===== src/rtl/l2chs_pkg.sv =====
// ----------------------------------------------------------------------------
// l2chs_pkg
// Shared types, constants and the divider step function for the LBA to CHS
// address unit.
// ----------------------------------------------------------------------------
package l2chs_pkg;

    localparam int LBA_W          = 32;
    localparam int GEOM_W         = 8;    // widest divisor (heads)
    localparam int SPT_W          = 6;
    localparam int CYL_W          = 10;
    localparam int BYTE_W         = 8;
    localparam int STEPS_PER_STG  = 8;
    localparam int DIV_STAGES     = LBA_W / STEPS_PER_STG;  // stages per division
    localparam int NUM_DIV        = 2 * DIV_STAGES;         // both divisions
    localparam int NUM_STG        = NUM_DIV + 1;            // plus output stage

    localparam int CFG_IDX_W      = 8;
    localparam int CFG_DATA_W     = 8;

    localparam logic [CFG_IDX_W-1:0] REG_HEADS = CFG_IDX_W'(0);
    localparam logic [CFG_IDX_W-1:0] REG_SPT   = CFG_IDX_W'(1);

    localparam logic [GEOM_W-1:0] DEFAULT_HEADS = GEOM_W'(255);
    localparam logic [SPT_W-1:0]  DEFAULT_SPT   = SPT_W'(63);
    localparam logic [CYL_W-1:0]  MAX_CYLINDER  = CYL_W'(1023);

    // partial remainder plus a word that shifts dividend out and quotient in
    typedef struct packed {
        logic [GEOM_W-1:0] rem;
        logic [LBA_W-1:0]  word;
    } t_div_st;

    // eight restoring-division steps; rem is always below the divisor
    function automatic t_div_st div_steps(input t_div_st s, input logic [GEOM_W-1:0] d);
        t_div_st           st;
        logic [GEOM_W:0]   trial;
        logic              ge;
        st = s;
        for (int i = 0; i < STEPS_PER_STG; i++) begin
            trial   = {st.rem, st.word[LBA_W-1]};
            ge      = (trial >= {1'b0, d});
            st.word = {st.word[LBA_W-2:0], ge};
            st.rem  = ge ? GEOM_W'(trial - {1'b0, d}) : trial[GEOM_W-1:0];
        end
        return st;
    endfunction

endpackage


===== src/rtl/lba_to_chs_address_unit.sv =====
// ----------------------------------------------------------------------------
// lba_to_chs_address_unit
// Converts a 32-bit logical block address to a packed cylinder/head/sector
// triple using a fully pipelined pair of restoring dividers.
// ----------------------------------------------------------------------------
// Usage: one address per clock while o_in_stall is low. A result becomes
// valid once it has passed nine register stages.
// Stages 0-3 divide the address by the
// sectors-per-track value (eight quotient bits per stage), stages 4-7 divide
// that quotient by the head count, stage 8 applies the cylinder cap and packs
// the three bytes. Each stage has its own valid bit and advances whenever it
// is empty or its successor advances, so bubbles close up and a stalled
// output only back-pressures the input once the whole pipe is full. Geometry
// registers (index 0 heads, index 1 sectors per track; zero selects 255 and
// 63) are read live by the dividers, so write them only with the pipe empty.
// The configuration port never stalls.
module lba_to_chs_address_unit
    import l2chs_pkg::*;
(
    input  logic                  i_clk,
    input  logic                  i_rst_n,
    // configuration write channel
    input  logic                  i_cfg_valid,
    output logic                  o_cfg_ready,
    input  logic [CFG_IDX_W-1:0]  i_cfg_index,
    input  logic [CFG_DATA_W-1:0] i_cfg_data,
    // address input
    input  logic                  i_in_valid,
    output logic                  o_in_stall,
    input  logic [LBA_W-1:0]      i_block_address,
    // CHS result
    output logic                  o_out_valid,
    input  logic                  i_out_stall,
    output logic [BYTE_W-1:0]     o_head_byte,
    output logic [BYTE_W-1:0]     o_sector_cyl_high,
    output logic [BYTE_W-1:0]     o_cylinder_low,
    output logic                  o_saturated
);

    // ---------------------------------------------------------------- config
    logic [GEOM_W-1:0] r_heads;
    logic [SPT_W-1:0]  r_spt;
    logic [GEOM_W-1:0] w_heads_eff;
    logic [SPT_W-1:0]  w_spt_eff;

    assign o_cfg_ready = 1'b1;

    always_ff @(posedge i_clk) begin
        if (!i_rst_n) begin
            r_heads <= DEFAULT_HEADS;
            r_spt   <= DEFAULT_SPT;
        end else if (i_cfg_valid && o_cfg_ready) begin
            unique case (i_cfg_index)
                REG_HEADS: r_heads <= i_cfg_data[GEOM_W-1:0];
                REG_SPT:   r_spt   <= i_cfg_data[SPT_W-1:0];
                default:   ;   // unknown index: write dropped
            endcase
        end
    end

    // zero selects the default, so no divisor is ever zero
    assign w_heads_eff = (r_heads == '0) ? DEFAULT_HEADS : r_heads;
    assign w_spt_eff   = (r_spt   == '0) ? DEFAULT_SPT   : r_spt;

    // ------------------------------------------------------- flow control
    logic [NUM_STG-1:0] r_vld;
    logic [NUM_STG-1:0] w_rdy;   // stage may load this cycle

    always_comb begin
        w_rdy[NUM_STG-1] = !r_vld[NUM_STG-1] || !i_out_stall;
        for (int k = NUM_STG - 2; k >= 0; k--) begin
            w_rdy[k] = !r_vld[k] || w_rdy[k+1];
        end
    end

    assign o_in_stall = !w_rdy[0];

    always_ff @(posedge i_clk) begin
        if (!i_rst_n) begin
            r_vld <= '0;
        end else begin
            if (w_rdy[0]) begin
                r_vld[0] <= i_in_valid;
            end
            for (int k = 1; k < NUM_STG; k++) begin
                if (w_rdy[k]) begin
                    r_vld[k] <= r_vld[k-1];
                end
            end
        end
    end

    // ------------------------------------------------------ divider stages
    t_div_st          r_div  [NUM_DIV];
    t_div_st          n_div  [NUM_DIV];
    logic [SPT_W-1:0] r_sect [DIV_STAGES];   // lba mod spt, carried alongside

    genvar g;
    generate
        for (g = 0; g < NUM_DIV; g++) begin : g_div
            t_div_st w_src;
            if (g == 0) begin : g_first
                assign w_src = '{rem: '0, word: i_block_address};
            end else if (g == DIV_STAGES) begin : g_second
                // quotient of the first division enters the second
                assign w_src = '{rem: '0, word: r_div[g-1].word};
            end else begin : g_mid
                assign w_src = r_div[g-1];
            end

            if (g < DIV_STAGES) begin : g_by_spt
                assign n_div[g] = div_steps(w_src, GEOM_W'(w_spt_eff));
            end else begin : g_by_heads
                assign n_div[g] = div_steps(w_src, w_heads_eff);
            end

            always_ff @(posedge i_clk) begin
                if (w_rdy[g] && ((g == 0) ? i_in_valid : r_vld[(g == 0) ? 0 : g-1])) begin
                    r_div[g] <= n_div[g];
                end
            end

            if (g >= DIV_STAGES) begin : g_sect
                logic [SPT_W-1:0] w_sect_src;
                if (g == DIV_STAGES) begin : g_sect_first
                    assign w_sect_src = r_div[g-1].rem[SPT_W-1:0];
                end else begin : g_sect_mid
                    assign w_sect_src = r_sect[g-DIV_STAGES-1];
                end
                always_ff @(posedge i_clk) begin
                    if (w_rdy[g] && r_vld[g-1]) begin
                        r_sect[g-DIV_STAGES] <= w_sect_src;
                    end
                end
            end
        end
    endgenerate

    // -------------------------------------------------------- output stage
    logic [LBA_W-1:0]  w_cyl_full;
    logic              n_sat;
    logic [CYL_W-1:0]  n_cyl;
    logic [GEOM_W-1:0] n_head;
    logic [SPT_W-1:0]  n_sector;

    assign w_cyl_full = r_div[NUM_DIV-1].word;

    always_comb begin
        n_sat = (w_cyl_full > LBA_W'(MAX_CYLINDER));
        if (n_sat) begin
            // capped to the last addressable CHS position
            n_cyl    = MAX_CYLINDER;
            n_head   = w_heads_eff - GEOM_W'(1);
            n_sector = w_spt_eff;
        end else begin
            n_cyl    = w_cyl_full[CYL_W-1:0];
            n_head   = r_div[NUM_DIV-1].rem;
            n_sector = r_sect[DIV_STAGES-1] + SPT_W'(1);
        end
    end

    logic [BYTE_W-1:0] r_head_byte;
    logic [BYTE_W-1:0] r_sector_cyl_high;
    logic [BYTE_W-1:0] r_cylinder_low;
    logic              r_saturated;

    always_ff @(posedge i_clk) begin
        if (w_rdy[NUM_STG-1] && r_vld[NUM_STG-2]) begin
            r_head_byte       <= n_head;
            r_sector_cyl_high <= {n_cyl[CYL_W-1:BYTE_W], n_sector};
            r_cylinder_low    <= n_cyl[BYTE_W-1:0];
            r_saturated       <= n_sat;
        end
    end

    assign o_out_valid       = r_vld[NUM_STG-1];
    assign o_head_byte       = r_head_byte;
    assign o_sector_cyl_high = r_sector_cyl_high;
    assign o_cylinder_low    = r_cylinder_low;
    assign o_saturated       = r_saturated;

    // ---------------------------------------------------------- assertions
    // sector numbers start at one, capped or not
    a_sector_nonzero : assert property (@(posedge i_clk) disable iff (!i_rst_n)
        o_out_valid |-> (o_sector_cyl_high[SPT_W-1:0] != '0))
        else $error("sector field is zero");

    // a capped result always carries cylinder 1023
    a_sat_cylinder : assert property (@(posedge i_clk) disable iff (!i_rst_n)
        (o_out_valid && o_saturated) |->
            ((o_cylinder_low == 8'hFF) && (o_sector_cyl_high[7:6] == 2'b11)))
        else $error("saturated result without maximum cylinder");

    // an accepted address always lands in the first stage
    a_accept_loads : assert property (@(posedge i_clk) disable iff (!i_rst_n)
        (i_rst_n && i_in_valid && !o_in_stall) |=> r_vld[0])
        else $error("accepted address lost at pipeline entry");

endmodule

===== config.mk =====
export PLATFORM = sky130hd
export DESIGN_NAME = lba_to_chs_address_unit
export DESIGN_NICKNAME = d
export VERILOG_FILES = /design/src/rtl/l2chs_pkg.sv /design/src/rtl/lba_to_chs_address_unit.sv
export SDC_FILE = /design/constraint.sdc
export NUM_CORES = 2
export LEC_CHECK = 0
export ABC_CLOCK_PERIOD_IN_PS = 35600
export BUFFER_PORTS_ARGS = -buffer_cell sky130_fd_sc_hd__buf_2
export CORE_ASPECT_RATIO = 1.5
export CORE_MARGIN = 3
export CORE_UTILIZATION = 40
export DETAILED_ROUTE_END_ITERATION = 6
export SLEW_MARGIN = 20
export SYNTH_ARGS = -nofsm -noshare
export SYNTH_HDL_FRONTEND = slang
export SYNTH_SLANG_ARGS = --single-unit

===== constraint.sdc =====
create_clock -name i_clk -period 35.6 [get_ports i_clk]
set_input_delay 1.78 -clock i_clk [delete_from_list [all_inputs] [get_ports i_clk]]
set_output_delay 1.78 -clock i_clk [all_outputs]
set_load 0.02 [all_outputs]

==> impl_summary.md <==
STA
At the pin with the least slew margin, the transition time is ~1.1 ns. The post-layout minimum cycle time is about 24 ns. The hold violation count in the final report was 0. The number of max-slew violations in the final report is 0. Setup violations remaining at the end of the flow were counted as 0.

Setup repair after global routing left no endpoint under its margin. The final clock skew is 0.01844 ns. The max-slew headroom at the worst pin is between 20 and 30%.

The maximum achievable frequency is 42.53 MHz. The tightest hold path in the finished design has a slack of about 0.41 ns. The part of the cycle the worst path needs is between 60% and 70%.

The final setup TNS is 0 ns.

Yosys
Ranked by total cell area, the synthesized netlist is headed by sky130_fd_sc_hd__edfxtp_1 30%, sky130_fd_sc_hd__ha_1 15%, sky130_fd_sc_hd__mux2_2 4.1%. The most frequent cell after synthesis is sky130_fd_sc_hd__ha_1. The flop and latch count out of synthesis is between 300 and 400.

The area fraction in and, or, nand and nor cells after synthesis is about 14%. A synthesized cell averages ~9.6 sq um. The total number of yosys warnings is 0. The number of cells produced by synthesis is 3,832.

The synthesized netlist devotes 18.18% of its cell area to adder and majority cells. The most used flip-flop cell after synthesis is sky130_fd_sc_hd__edfxtp_1. The XOR/XNOR share of the synthesized area is approximately 7.3%. The number of different library cells in the post-synthesis netlist is between 100 and 150.

By count the netlist is led by 428 x sky130_fd_sc_hd__ha_1, 367 x sky130_fd_sc_hd__edfxtp_1, 299 x sky130_fd_sc_hd__inv_1. The share of the synthesized area in compound gates (AO/OA/AOI/OAI) is around 18%. After synthesis, the largest family of logic cells by area is adder cells. In the synthesized netlist the async set-or-reset flop fraction comes to 0%. The area of the mapped netlist is approximately 0.037 sq mm. The synthesized design spends more area on one cell type than any other, namely sky130_fd_sc_hd__edfxtp_1. The count of flip-flops with a built-in enable after synthesis is 367. After synthesis, the share of cell area in mux cells is under 10%. The share of the synthesized area in the top cell type is between 20% and 30%. The fraction of the yosys area taken by sequential cells is a little under a third. The net count after synthesis is about 4,400.

Route
The detail-routed net length per standard cell is roughly 19 microns. The total length of routed wires is roughly 96,000 microns. The number of routed nets with antenna violations is 0. The detailed router placed about 29,000 vias in this run. The first routing iteration left ~1,300 violations.

The detailed-router iteration count before antenna repair is 5. The vias per cell is between 5 and 6. In the routed design, unresolved DRC markers number 0.

Place
After detailed placement, the design holds a cell count of 5,068. Routability-driven placement finished with a final weighted congestion of roughly 0.90. The count of port buffers added during placement is 79. The wire-length estimate of the detail-placed layout is approximately 74,000 microns.

Floorplanning
The width of the chip is 253.8 microns. The number of cell rows is 135. The die area is ~0.096 sq mm. Once the floorplan was initialized, standard cells occupied ~41% of the core. The number of ports placed on the die boundary is between 80 and 90. In this run the standard cell core region covers ~0.091 sq mm. The chip height is approximately 380 microns.

GRT
The first global-routing pass estimated roughly 150,000 microns of wire. The initial antenna violation count is 1. The via count of the first global-routing pass was ~29,000. Entering global routing, the biggest net connects between 40 and 50 pins. In the global route stage, overall resource usage came out at between 10% and 20%. After global routing the overflow that remains totals 0.

Clock network
The TritonCTS buffer count is 45. Clock-pin slew was measured on the worst setup and hold paths at around 0.06 ns. The number of buffers inserted by post-CTS setup repair is 0. The number of hold buffers added after CTS was 0. The cell at the root of the clock tree is sky130_fd_sc_hd__clkbuf_16. CTS built an H-tree with a depth of 2. TritonCTS built the clock tree. For the worst-skew pair, the clock arrives at the later sink with an insertion delay of roughly 0.59 ns. The buffer depth of the longest clock path is 3. The quantity of gates resized following cts is 0. The clock net in this run drives a total of 390 sinks.

Final layout
Summing all multi-input logic gate instances after layout gives approximately 0.024 sq mm. The relative area change from synthesis to final layout is 9.962%. The count of nets after finishing is 4,494.

The final non-filler cell total is 5,153. The ratio of cells with drive above 1 in the final layout is 11.33%. The number of fill cells in the layout is 8,764. Summing all flip-flop and latch instances after layout gives 0.01148 sq mm.

Setup path
The critical path's most frequent cell is sky130_fd_sc_hd__o21ai_0. Among all stages on the critical path, the largest delay is contributed by sky130_fd_sc_hd__nor3_2. The worst setup path is captured at a flip-flop. The signal arrival time at the worst endpoint is around 24 ns. The critical path start-end classification is reg2reg. The largest fanout on the critical path is 25. The required time at the endpoint of the critical path is around 36 ns. In this design, the stage delay of the slowest critical-path cell is between 0.7 and 0.8 ns. The family of cells with the greatest summed delay on the critical path is compound AO/OA/AOI/OAI gates. STA classifies the critical path startpoint as a flip-flop. The buffering stage count on the worst path with inverters included is 11.

Outcome
The run finished with clean final reports.

Hold path
The worst min-delay path category is reg2reg.

Job
The number of maximum-capacitance constraint violations is 0.
[routing by layer]
layer	routed length, microns	track usage [%]	up-vias
met1	37900	21.87	13760
met3	2648	1.866	200
met2	51190	38.52	482
li1	-	-	14350
met4	4138	8.055	0
met5	0	0	-
[flip-flops by register name (all words and copies together), names as in the netlist]
| signal | count |
|---|---|
| o_sector_cyl_high | 8 |
| r_sect | 24 |
| r_vld | 9 |
| r_spt | 6 |
| r_heads | 8 |
| o_saturated | 1 |
| o_cylinder_low | 8 |
| o_head_byte | 8 |
| r_div | 318 |
[worst paths after layout]
path / slack [ns] / cells after the start / endpoint / startpoint
max: 12.09 / 110 / r_div[1][76] / r_heads[7]
min reg2reg: 0.41 / 0 / r_div[1][111] / r_div[1][63]
min: 0.41 / 0 / r_div[1][111] / r_div[1][63]
max reg2reg: 12.09 / 110 / r_div[1][76] / r_heads[7]
[kinds of logic (layout without fill, tap and decap cells)]
logic type	after synthesis	count (layout)
adders and majority gates	500	500
AOI/OAI and AO/OA	1016	1016
muxes	260	260
other	1	2
DFF	390	390
and+or+nand+nor	993	993
xor gates and xnor gates	308	308
buffers and inverters	364	520
[placed cells by master, fill, tap and decap left out, types with 20 or more instances in the layout]
cell type,netlist,layout
sky130_fd_sc_hd__nor4_1,21,20
sky130_fd_sc_hd__xor2_1,143,143
sky130_fd_sc_hd__nor2b_1,101,97
sky130_fd_sc_hd__xnor2_1,165,165
sky130_fd_sc_hd__buf_2,17,79
sky130_fd_sc_hd__nor3_1,37,37
sky130_fd_sc_hd__o21bai_1,28,28
sky130_fd_sc_hd__buf_4,5,45
sky130_fd_sc_hd__a21o_1,154,154
sky130_fd_sc_hd__and2_1,30,30
sky130_fd_sc_hd__clkbuf_16,0,47
sky130_fd_sc_hd__nand3_1,77,77
sky130_fd_sc_hd__nor2_1,207,199
sky130_fd_sc_hd__a21oi_1,258,257
sky130_fd_sc_hd__inv_1,299,297
sky130_fd_sc_hd__mux2_2,134,134
sky130_fd_sc_hd__a21boi_0,32,28
sky130_fd_sc_hd__nand4_1,60,60
sky130_fd_sc_hd__dfxtp_1,23,23
sky130_fd_sc_hd__o21ai_0,268,268
sky130_fd_sc_hd__nand2_1,248,248
sky130_fd_sc_hd__nand2b_1,100,100
sky130_fd_sc_hd__o211ai_1,26,26
sky130_fd_sc_hd__o21a_1,29,29
sky130_fd_sc_hd__fa_1,62,62
sky130_fd_sc_hd__edfxtp_1,367,367
sky130_fd_sc_hd__o31ai_1,26,26
sky130_fd_sc_hd__ha_1,428,428
sky130_fd_sc_hd__a211oi_1,31,31
sky130_fd_sc_hd__mux2i_1,106,106
[final cells by class]
cell class / instances / area share [%]
clock buffer: 50 / 2.930
sequential: 390 / 28.33
tap: 1164 / 3.594
antenna: 1 / 0.006176
multi-input combinational: 3078 / 59.62
clock inverter: 34 / 0.8152
inverter: 312 / 2.890
timing repair buffer: 124 / 1.809
[per-stage QoR]
stage | instance area, sq um | util (%) | setup WS, ns
6_report | 40520 | 44.59 | 12.09
3_3_place_gp | 39000 | 42.92 | 12.76
4_1_cts | 40520 | 44.59 | 12.16
2_1_floorplan | 36850 | - | 13.58
3_5_place_dp | 39000 | 42.92 | 12.27
5_1_grt | 40520 | 44.59 | 9.416
Power is not shown: default switching activity piles up to over one toggle a cycle in this logic, so the estimate is an artifact.
